File: src/hdl/mcc_pkg.sv
// ----------------------------------------------------------------------------
// mcc_pkg
// Shared types, constants and the CRC-32 table function for the model
// container checker.
// ----------------------------------------------------------------------------
package mcc_pkg;

    // header layout, byte positions where each field ends
    localparam int HEADER_BYTES  = 48;
    localparam int MAGIC_END     = 8;
    localparam int FORMAT_END    = 16;
    localparam int MAJOR_END     = 20;
    localparam int MINOR_END     = 24;
    localparam int PATCH_END     = 28;
    localparam int CRC_END       = 32;
    localparam int SYS_SIZE_END  = 40;
    localparam int USER_SIZE_END = 48;

    // reflected CRC-32
    localparam logic [31:0] CRC_POLY = 32'hEDB88320;
    localparam logic [31:0] CRC_ONES = 32'hFFFFFFFF;

    // configuration registers
    localparam int CFG_INDEX_BITS = 2;
    typedef enum logic [CFG_INDEX_BITS-1:0] {
        CFG_MAGIC  = 2'd0,
        CFG_FORMAT = 2'd1,
        CFG_MAJOR  = 2'd2
    } cfg_index_t;

    localparam logic [63:0] MAGIC_RESET  = 64'd7671145711000711936;
    localparam logic [63:0] FORMAT_RESET = 64'd1;
    localparam logic [31:0] MAJOR_RESET  = 32'd1;

    // result status codes
    typedef enum logic [2:0] {
        STAT_OK        = 3'd0,
        STAT_SHORT     = 3'd1,
        STAT_MAGIC     = 3'd2,
        STAT_FORMAT    = 3'd3,
        STAT_MAJOR     = 3'd4,
        STAT_LENGTH    = 3'd5,
        STAT_CRC       = 3'd6
    } status_t;

    // frame snapshot taken on the final byte
    typedef struct packed {
        logic [63:0] magic;
        logic [63:0] format;
        logic [31:0] major;
        logic [31:0] minor;
        logic [31:0] patch;
        logic [31:0] stored_crc;
        logic [31:0] computed_crc;
        logic [63:0] sys_size;
        logic [63:0] user_size;
        logic        too_short;
        logic        count_sat;
    } snap_t;

    // one entry of the byte-wise CRC table
    function automatic logic [31:0] crc_table_entry(input logic [7:0] idx);
        logic [31:0] c;
        c = {24'd0, idx};
        for (int i = 0; i < 8; i++) begin
            if (c[0]) begin
                c = (c >> 1) ^ CRC_POLY;
            end else begin
                c = c >> 1;
            end
        end
        return c;
    endfunction

endpackage

File: src/hdl/mcc_capture.sv
// ----------------------------------------------------------------------------
// mcc_capture
// Per-byte frame state: header field capture, running CRC and saturating
// byte counter. Loads a snapshot register on the final byte of each frame.
// ----------------------------------------------------------------------------
module mcc_capture #(
    parameter int LENGTH_BITS = 32
) (
    input  logic                   aclk,
    input  logic                   aresetn,
    input  logic                   s_valid,
    output logic                   s_ready,
    input  logic [7:0]             s_data_byte,
    input  logic                   s_last_byte,
    output logic                   snap_valid,
    input  logic                   snap_ready,
    output mcc_pkg::snap_t         snap,
    output logic [LENGTH_BITS-1:0] snap_avail
);
    import mcc_pkg::*;

    localparam logic [LENGTH_BITS-1:0] COUNT_MAX = {LENGTH_BITS{1'b1}};

    logic [LENGTH_BITS-1:0] count_reg, count_next;
    logic [31:0]            crc_reg, crc_next;
    logic [63:0]            magic_reg, magic_next;
    logic [63:0]            format_reg, format_next;
    logic [31:0]            major_reg, major_next;
    logic [31:0]            minor_reg, minor_next;
    logic [31:0]            patch_reg, patch_next;
    logic [31:0]            scrc_reg, scrc_next;
    logic [63:0]            sys_reg, sys_next;
    logic [63:0]            user_reg, user_next;

    logic                   snap_valid_reg;
    snap_t                  snap_reg, snap_next;
    logic [LENGTH_BITS-1:0] avail_reg;
    logic                   accept;

    assign s_ready    = !snap_valid_reg || snap_ready;
    assign accept     = s_valid && s_ready;
    assign snap_valid = snap_valid_reg;
    assign snap       = snap_reg;
    assign snap_avail = avail_reg;

    // field capture, crc and counter update for the current byte
    always_comb begin
        magic_next  = magic_reg;
        format_next = format_reg;
        major_next  = major_reg;
        minor_next  = minor_reg;
        patch_next  = patch_reg;
        scrc_next   = scrc_reg;
        sys_next    = sys_reg;
        user_next   = user_reg;

        if (count_reg < LENGTH_BITS'(MAGIC_END)) begin
            magic_next = {magic_reg[55:0], s_data_byte};
        end else if (count_reg < LENGTH_BITS'(FORMAT_END)) begin
            format_next = {format_reg[55:0], s_data_byte};
        end else if (count_reg < LENGTH_BITS'(MAJOR_END)) begin
            major_next = {major_reg[23:0], s_data_byte};
        end else if (count_reg < LENGTH_BITS'(MINOR_END)) begin
            minor_next = {minor_reg[23:0], s_data_byte};
        end else if (count_reg < LENGTH_BITS'(PATCH_END)) begin
            patch_next = {patch_reg[23:0], s_data_byte};
        end else if (count_reg < LENGTH_BITS'(CRC_END)) begin
            scrc_next = {scrc_reg[23:0], s_data_byte};
        end else if (count_reg < LENGTH_BITS'(SYS_SIZE_END)) begin
            sys_next = {sys_reg[55:0], s_data_byte};
        end else if (count_reg < LENGTH_BITS'(USER_SIZE_END)) begin
            user_next = {user_reg[55:0], s_data_byte};
        end

        // stored crc bytes are left out of the running crc
        if (count_reg < LENGTH_BITS'(PATCH_END) || count_reg >= LENGTH_BITS'(CRC_END)) begin
            crc_next = (crc_reg >> 8) ^ crc_table_entry(crc_reg[7:0] ^ s_data_byte);
        end else begin
            crc_next = crc_reg;
        end

        if (count_reg != COUNT_MAX) begin
            count_next = count_reg + LENGTH_BITS'(1);
        end else begin
            count_next = count_reg;
        end
    end

    // snapshot contents for the final byte
    always_comb begin
        snap_next.magic        = magic_next;
        snap_next.format       = format_next;
        snap_next.major        = major_next;
        snap_next.minor        = minor_next;
        snap_next.patch        = patch_next;
        snap_next.stored_crc   = scrc_next;
        snap_next.computed_crc = crc_next ^ CRC_ONES;
        snap_next.sys_size     = sys_next;
        snap_next.user_size    = user_next;
        snap_next.too_short    = count_next < LENGTH_BITS'(HEADER_BYTES);
        snap_next.count_sat    = count_next == COUNT_MAX;
    end

    // frame state, cleared after the final byte
    always_ff @(posedge aclk) begin
        if (!aresetn) begin
            count_reg  <= '0;
            crc_reg    <= CRC_ONES;
            magic_reg  <= '0;
            format_reg <= '0;
            major_reg  <= '0;
            minor_reg  <= '0;
            patch_reg  <= '0;
            scrc_reg   <= '0;
            sys_reg    <= '0;
            user_reg   <= '0;
        end else if (accept) begin
            if (s_last_byte) begin
                count_reg  <= '0;
                crc_reg    <= CRC_ONES;
                magic_reg  <= '0;
                format_reg <= '0;
                major_reg  <= '0;
                minor_reg  <= '0;
                patch_reg  <= '0;
                scrc_reg   <= '0;
                sys_reg    <= '0;
                user_reg   <= '0;
            end else begin
                count_reg  <= count_next;
                crc_reg    <= crc_next;
                magic_reg  <= magic_next;
                format_reg <= format_next;
                major_reg  <= major_next;
                minor_reg  <= minor_next;
                patch_reg  <= patch_next;
                scrc_reg   <= scrc_next;
                sys_reg    <= sys_next;
                user_reg   <= user_next;
            end
        end
    end

    // snapshot valid flag
    always_ff @(posedge aclk) begin
        if (!aresetn) begin
            snap_valid_reg <= 1'b0;
        end else if (accept && s_last_byte) begin
            snap_valid_reg <= 1'b1;
        end else if (snap_ready) begin
            snap_valid_reg <= 1'b0;
        end
    end

    // snapshot payload
    always_ff @(posedge aclk) begin
        if (accept && s_last_byte) begin
            snap_reg  <= snap_next;
            avail_reg <= count_next - LENGTH_BITS'(HEADER_BYTES);
        end
    end

endmodule

File: src/hdl/mcc_check.sv
// ----------------------------------------------------------------------------
// mcc_check
// Header checks in priority order on a frame snapshot, and the result
// register that drives the output channel.
// ----------------------------------------------------------------------------
module mcc_check #(
    parameter int LENGTH_BITS = 32
) (
    input  logic                   aclk,
    input  logic                   aresetn,
    input  logic                   snap_valid,
    output logic                   snap_ready,
    input  mcc_pkg::snap_t         snap,
    input  logic [LENGTH_BITS-1:0] snap_avail,
    input  logic [63:0]            exp_magic,
    input  logic [63:0]            exp_format,
    input  logic [31:0]            exp_major,
    output logic                   m_valid,
    input  logic                   m_ready,
    output logic [2:0]             m_status,
    output logic [31:0]            m_computed_crc,
    output logic [31:0]            m_stored_crc,
    output logic [63:0]            m_system_section_size,
    output logic [63:0]            m_user_section_size,
    output logic [31:0]            m_minor_version,
    output logic [31:0]            m_patch_version
);
    import mcc_pkg::*;

    logic        out_valid_reg;
    status_t     status_reg, status_next;
    logic [31:0] ccrc_reg, scrc_reg, minor_reg, patch_reg;
    logic [63:0] sys_reg, user_reg;
    logic [64:0] size_sum;
    logic        length_bad;
    logic        load;

    assign snap_ready = !out_valid_reg || m_ready;
    assign load       = snap_valid && snap_ready;

    // sizes must add up to the bytes after the header, no wrap-around
    assign size_sum   = {1'b0, snap.sys_size} + {1'b0, snap.user_size};
    assign length_bad = snap.count_sat || (size_sum != 65'(snap_avail));

    // first failing check wins
    always_comb begin
        if (snap.too_short) begin
            status_next = STAT_SHORT;
        end else if (snap.magic != exp_magic) begin
            status_next = STAT_MAGIC;
        end else if (snap.format != exp_format) begin
            status_next = STAT_FORMAT;
        end else if (snap.major != exp_major) begin
            status_next = STAT_MAJOR;
        end else if (length_bad) begin
            status_next = STAT_LENGTH;
        end else if (snap.computed_crc != snap.stored_crc) begin
            status_next = STAT_CRC;
        end else begin
            status_next = STAT_OK;
        end
    end

    // result valid flag
    always_ff @(posedge aclk) begin
        if (!aresetn) begin
            out_valid_reg <= 1'b0;
        end else if (load) begin
            out_valid_reg <= 1'b1;
        end else if (m_ready) begin
            out_valid_reg <= 1'b0;
        end
    end

    // result payload
    always_ff @(posedge aclk) begin
        if (load) begin
            status_reg <= status_next;
            ccrc_reg   <= snap.computed_crc;
            scrc_reg   <= snap.stored_crc;
            sys_reg    <= snap.sys_size;
            user_reg   <= snap.user_size;
            minor_reg  <= snap.minor;
            patch_reg  <= snap.patch;
        end
    end

    assign m_valid               = out_valid_reg;
    assign m_status              = status_reg;
    assign m_computed_crc        = ccrc_reg;
    assign m_stored_crc          = scrc_reg;
    assign m_system_section_size = sys_reg;
    assign m_user_section_size   = user_reg;
    assign m_minor_version       = minor_reg;
    assign m_patch_version       = patch_reg;

endmodule

File: src/hdl/model_container_checker_unit.sv
// ----------------------------------------------------------------------------
// model_container_checker_unit
// Byte-stream checker for a saved model container: header capture, CRC-32,
// length and version checks, one result per frame.
// ----------------------------------------------------------------------------
// Usage:
//   s_ channel: one file byte per transfer, s_last_byte marks the final byte.
//   m_ channel: one result transfer per frame, status plus captured fields.
//   cfg channel: writes expected magic (0), format version (1) and major
//   version (2); cfg_ready is always high, other indexes are dropped.
//   Configure only while no frame is in flight.
// Throughput: one byte per cycle while s_ready is high; the CRC advances a full
//   byte per cycle through a 256-entry table.
// Result path: the frame snapshot register loads on the final byte transfer,
//   then the result register that drives m_valid and the m_ channel loads
//   from the snapshot register.
// Stalls: while m_ready is low the result register holds one result and the
//   snapshot register one more; once both are full s_ready drops and no
//   byte is taken until the result transfers.
// Reset: frame state cleared, CRC set to all ones, config registers loaded
//   with their defaults, no result pending.
// ----------------------------------------------------------------------------
module model_container_checker_unit #(
    parameter int LENGTH_BITS = 32
) (
    input  logic                                aclk,
    input  logic                                aresetn,
    input  logic                                s_valid,
    output logic                                s_ready,
    input  logic [7:0]                          s_data_byte,
    input  logic                                s_last_byte,
    output logic                                m_valid,
    input  logic                                m_ready,
    output logic [2:0]                          m_status,
    output logic [31:0]                         m_computed_crc,
    output logic [31:0]                         m_stored_crc,
    output logic [63:0]                         m_system_section_size,
    output logic [63:0]                         m_user_section_size,
    output logic [31:0]                         m_minor_version,
    output logic [31:0]                         m_patch_version,
    input  logic                                cfg_valid,
    output logic                                cfg_ready,
    input  logic [mcc_pkg::CFG_INDEX_BITS-1:0]  cfg_index,
    input  logic [63:0]                         cfg_data
);
    import mcc_pkg::*;

    logic [63:0]            magic_cfg_reg;
    logic [63:0]            format_cfg_reg;
    logic [31:0]            major_cfg_reg;
    logic                   snap_valid;
    logic                   snap_ready;
    snap_t                  snap;
    logic [LENGTH_BITS-1:0] snap_avail;

    assign cfg_ready = 1'b1;

    // configuration registers
    always_ff @(posedge aclk) begin
        if (!aresetn) begin
            magic_cfg_reg  <= MAGIC_RESET;
            format_cfg_reg <= FORMAT_RESET;
            major_cfg_reg  <= MAJOR_RESET;
        end else if (cfg_valid && cfg_ready) begin
            case (cfg_index)
                CFG_MAGIC:  magic_cfg_reg  <= cfg_data;
                CFG_FORMAT: format_cfg_reg <= cfg_data;
                CFG_MAJOR:  major_cfg_reg  <= cfg_data[31:0];
                default:    ;
            endcase
        end
    end

    // byte capture and running crc
    mcc_capture #(
        .LENGTH_BITS (LENGTH_BITS)
    ) u_capture (
        .aclk        (aclk),
        .aresetn     (aresetn),
        .s_valid     (s_valid),
        .s_ready     (s_ready),
        .s_data_byte (s_data_byte),
        .s_last_byte (s_last_byte),
        .snap_valid  (snap_valid),
        .snap_ready  (snap_ready),
        .snap        (snap),
        .snap_avail  (snap_avail)
    );

    // checks and result register
    mcc_check #(
        .LENGTH_BITS (LENGTH_BITS)
    ) u_check (
        .aclk                  (aclk),
        .aresetn               (aresetn),
        .snap_valid            (snap_valid),
        .snap_ready            (snap_ready),
        .snap                  (snap),
        .snap_avail            (snap_avail),
        .exp_magic             (magic_cfg_reg),
        .exp_format            (format_cfg_reg),
        .exp_major             (major_cfg_reg),
        .m_valid               (m_valid),
        .m_ready               (m_ready),
        .m_status              (m_status),
        .m_computed_crc        (m_computed_crc),
        .m_stored_crc          (m_stored_crc),
        .m_system_section_size (m_system_section_size),
        .m_user_section_size   (m_user_section_size),
        .m_minor_version       (m_minor_version),
        .m_patch_version       (m_patch_version)
    );

endmodule

File: config.mk
export PLATFORM = sky130hd
export DESIGN_NAME = model_container_checker_unit
export DESIGN_NICKNAME = d
export VERILOG_FILES = /design/src/hdl/mcc_pkg.sv /design/src/hdl/mcc_capture.sv /design/src/hdl/mcc_check.sv /design/src/hdl/model_container_checker_unit.sv
export SDC_FILE = /design/constraint.sdc
export NUM_CORES = 2
export LEC_CHECK = 0
export ABC_CLOCK_PERIOD_IN_PS = 18500
export BUFFER_PORTS_ARGS = -buffer_cell sky130_fd_sc_hd__buf_4
export CORE_AREA = 2 2 293 513
export DETAILED_ROUTE_END_ITERATION = 10
export DIE_AREA = 0 0 295 515
export SLEW_MARGIN = 0
export SYNTH_ARGS = -nofsm -noshare
export SYNTH_HDL_FRONTEND = slang
export SYNTH_SLANG_ARGS = --single-unit
File: constraint.sdc
create_clock -name aclk -period 18.5 [get_ports aclk]
set_input_delay 2.775 -clock aclk [delete_from_list [all_inputs] [get_ports aclk]]
set_output_delay 2.775 -clock aclk [all_outputs]
set_load 0.1 [all_outputs]
==> results.cfg <==
[setup_path]
r2r_start = u_capture.snap[88]
critPathRequiredTime_ns = 15.73
path_class = input pin to output pin
rrSetupSlack_ns = 12.90
worstSetupEndpointType = output pin
cp_common_cell = buf_4
arrival_ns = 3.62
crit_chain = buf_4, nor2b_1, nand2_1, buf_4
crit_path_start_kind = input pin
slowest_delay_ns = 0.27
slowest_stage = nor2b_1
cp_max_fo = 4
startpoint = m_ready

[sta]
totalNegativeSetupSlack_ns = 0
final-hold-violation-count = 0
fin_crit_ns = 6.40
finalCritPeriodShare_pct = 34.6
clock_skew_ns = 0.0738
setup_viol = 0
worst_hold_slack_ns = 0.414
grt_setup_unrepaired = false
slew_viol_final = 0
tightest_slew_ns = 1.23
clock.fmax_ghz = 0.156
relSlewSlack_pct = 18.1

[global_route]
grt_use_total_pct = 22.6
grt_pass1_wl_um = 255000
grt_pass1_vias = 39200
grt_overflow = 0
grt_max_degree = 194
antenna_found_initial = 4

[place]
port_buffers = 340
dp.cells = 6999
dpl.hpwl_um = 124000
globalplace.congestion = 0.979

[clock_network]
cts-hold-fix-buffers = 0
clk_path_buf_depth = 3
root_buffer = clkbuf_16
htreeDepth = 3
clkTransAtPathRegs_ns = 0.07
cts-resized-gates = 0
insertion_delay_ns = 0.75
post_cts_buffers = 0
cts_tree = built
cts_buffers = 120
cts.sinks = 1319

[yosys]
yosysUniqueCellTypes = 82
async_flop_share_pct = 0
yosysWarnings = 0
syn_inst = 4938
synth_area_um2 = 57300
ys_seq_elements = 1319
synth_nets = 5085
synth-seq-area-share_pct = 58.5
synth_edf_count = 709
synth.avg_cell_area_um2 = 11.6
ys.flop_type = edfxtp_1

[power]
swShare_pct = 26.4
internal-power_uw = 4960
clock_power_share_pct = 39.9
total_power_uw = 6740
ir_drop_uv = 82.5
p_switching_uw = 1780
p_seq_share_pct = 48.6
combPwrFrac_pct = 11.4
power_leakage_uw = 0.0230
power_density_nw_per_um2 = 102

[finish]
fin_util_pct = 44.7
layout_common_cells = edfxtp_1, nand2_1, dfxtp_1
syn_to_final_growth_pct = 15.2
final_cells = 7231
final_common_cell = edfxtp_1
largest_reg_flops = 418
nNetsFinal = 5284
drive_gt1_share_pct = 18.7

[run_status]
status = finished clean

[worst_hold_path]
hold_class = flip-flop to flip-flop
min-delay-start = u_capture.snap[228]

[detailed_routing]
drt-initial-drc-count = 2534
antenna_left = 0
wl_per_cell_um = 24.4
drc = 0
vias = 39100
wirelength_um = 176000
dr.pass1.iters = 7
vias_per_cell = 5.41

[die]
die_w_um = 295
core-area_um2 = 148000
pin_count = 342
fp.dieH_um = 515
start_util_pct = 38.8
dieArea_um2 = 152000
rows = 187

[flow_run]
maxCapViolCount = 0
-- power groups by stage --
stage                     logic (uW)  clock network [uW]  registers, uW
after floorplan                  391                   0           3470
after global placement           769                   0           3340
after detailed placement         770                   0           3350
after CTS                        774                2750           3280
after global routing             822                2850           3290
final                            772                2690           3280
-- through the flow --
| stage | cell area (um^2) | worst slack (ns) |
|---|---|---|
| final | 66000 | 12.10 |
| after global routing | 66000 | 12.05 |
| after global placement | 61600 | 11.66 |
| after floorplan | 57300 | 3.32 |
| after CTS | 66000 | 12.09 |
| after detailed placement | 61600 | 11.67 |
-- cell usage after synthesis, drive strengths merged, types with 4 or more instances --
master	n	area share (%)
mux2	355	7.0
mux2i	14	0.24
nand3	65	0.57
dfxtp	610	21
nor3	48	0.46
a21boi	145	1.9
or3	16	0.17
nor4	58	0.64
o311ai	4	0.061
o311a	4	0.070
a211oi	13	0.18
a22oi	399	5.2
a311oi	6	0.092
o31ai	6	0.10
and3	15	0.16
a2111oi	6	0.092
xor2	191	2.9
o21ai	132	1.2
a21oi	129	1.1
a31oi	14	0.15
and4	6	0.092
clkbuf	271	1.8
nor2b	409	4.5
nor2	117	0.77
edfxtp	709	37
xnor2	185	2.8
inv	22	0.14
o22ai	11	0.12
nand4	84	0.97
nand2	612	4.0
or2	6	0.066
o21bai	9	0.12
o211ai	44	0.58
buf	47	0.34
a21o	15	0.20
o21a	11	0.14
or4	5	0.066
and2	13	0.14
nand2b	15	0.16
ha	66	1.4
nor3b	10	0.14
-- path summary, 6_finish.rpt --
path	endpoint	cells after the start
max reg2reg	u_check.m_status[0]	15
min	u_check.m_minor_version[2]	0
max	s_ready	4
min reg2reg	u_check.m_minor_version[2]	0
-- logic make-up after synthesis --
group / after synthesis / synth area share (%)
buf+inv: 340 / 2.26
simple gates: 1491 / 13.1
fa+ha+maj: 67 / 1.48
xor+xnor: 376 / 5.75
compound gates: 975 / 11.7
flops: 1319 / 58.5
other cells: 1 / 0.00654
mux: 369 / 7.22
-- worst max-delay path: cells and delay by family --
family        cells  cell delay (ns)
simple gates      2             0.46
buf+inv           2             0.38
-- per-layer routing --
metal	wire [um]	vias to the layer above	part of all wire [%]	global-route usage, %
met5	0	-	0	0
met1	64100	19400	36	24.3
met4	10300	0	5.9	12.3
met2	94800	1050	54	42.7
met3	6840	314	3.9	2.53
li1	-	18300	-	-
-- layout make-up --
type                            count  area [um^2]
Fill cell                       13700        81600
Sequential cell                  1319        33500
Multi-Input combinational cell   3279        22600
Clock buffer                      165         3480
Timing Repair Buffer              395         3000
Tap cell                         1984         2480
Clock inverter                     64          861
Inverter                           22         90.1
Antenna cell                        3         7.51
Power figures use the tool's default switching activity.
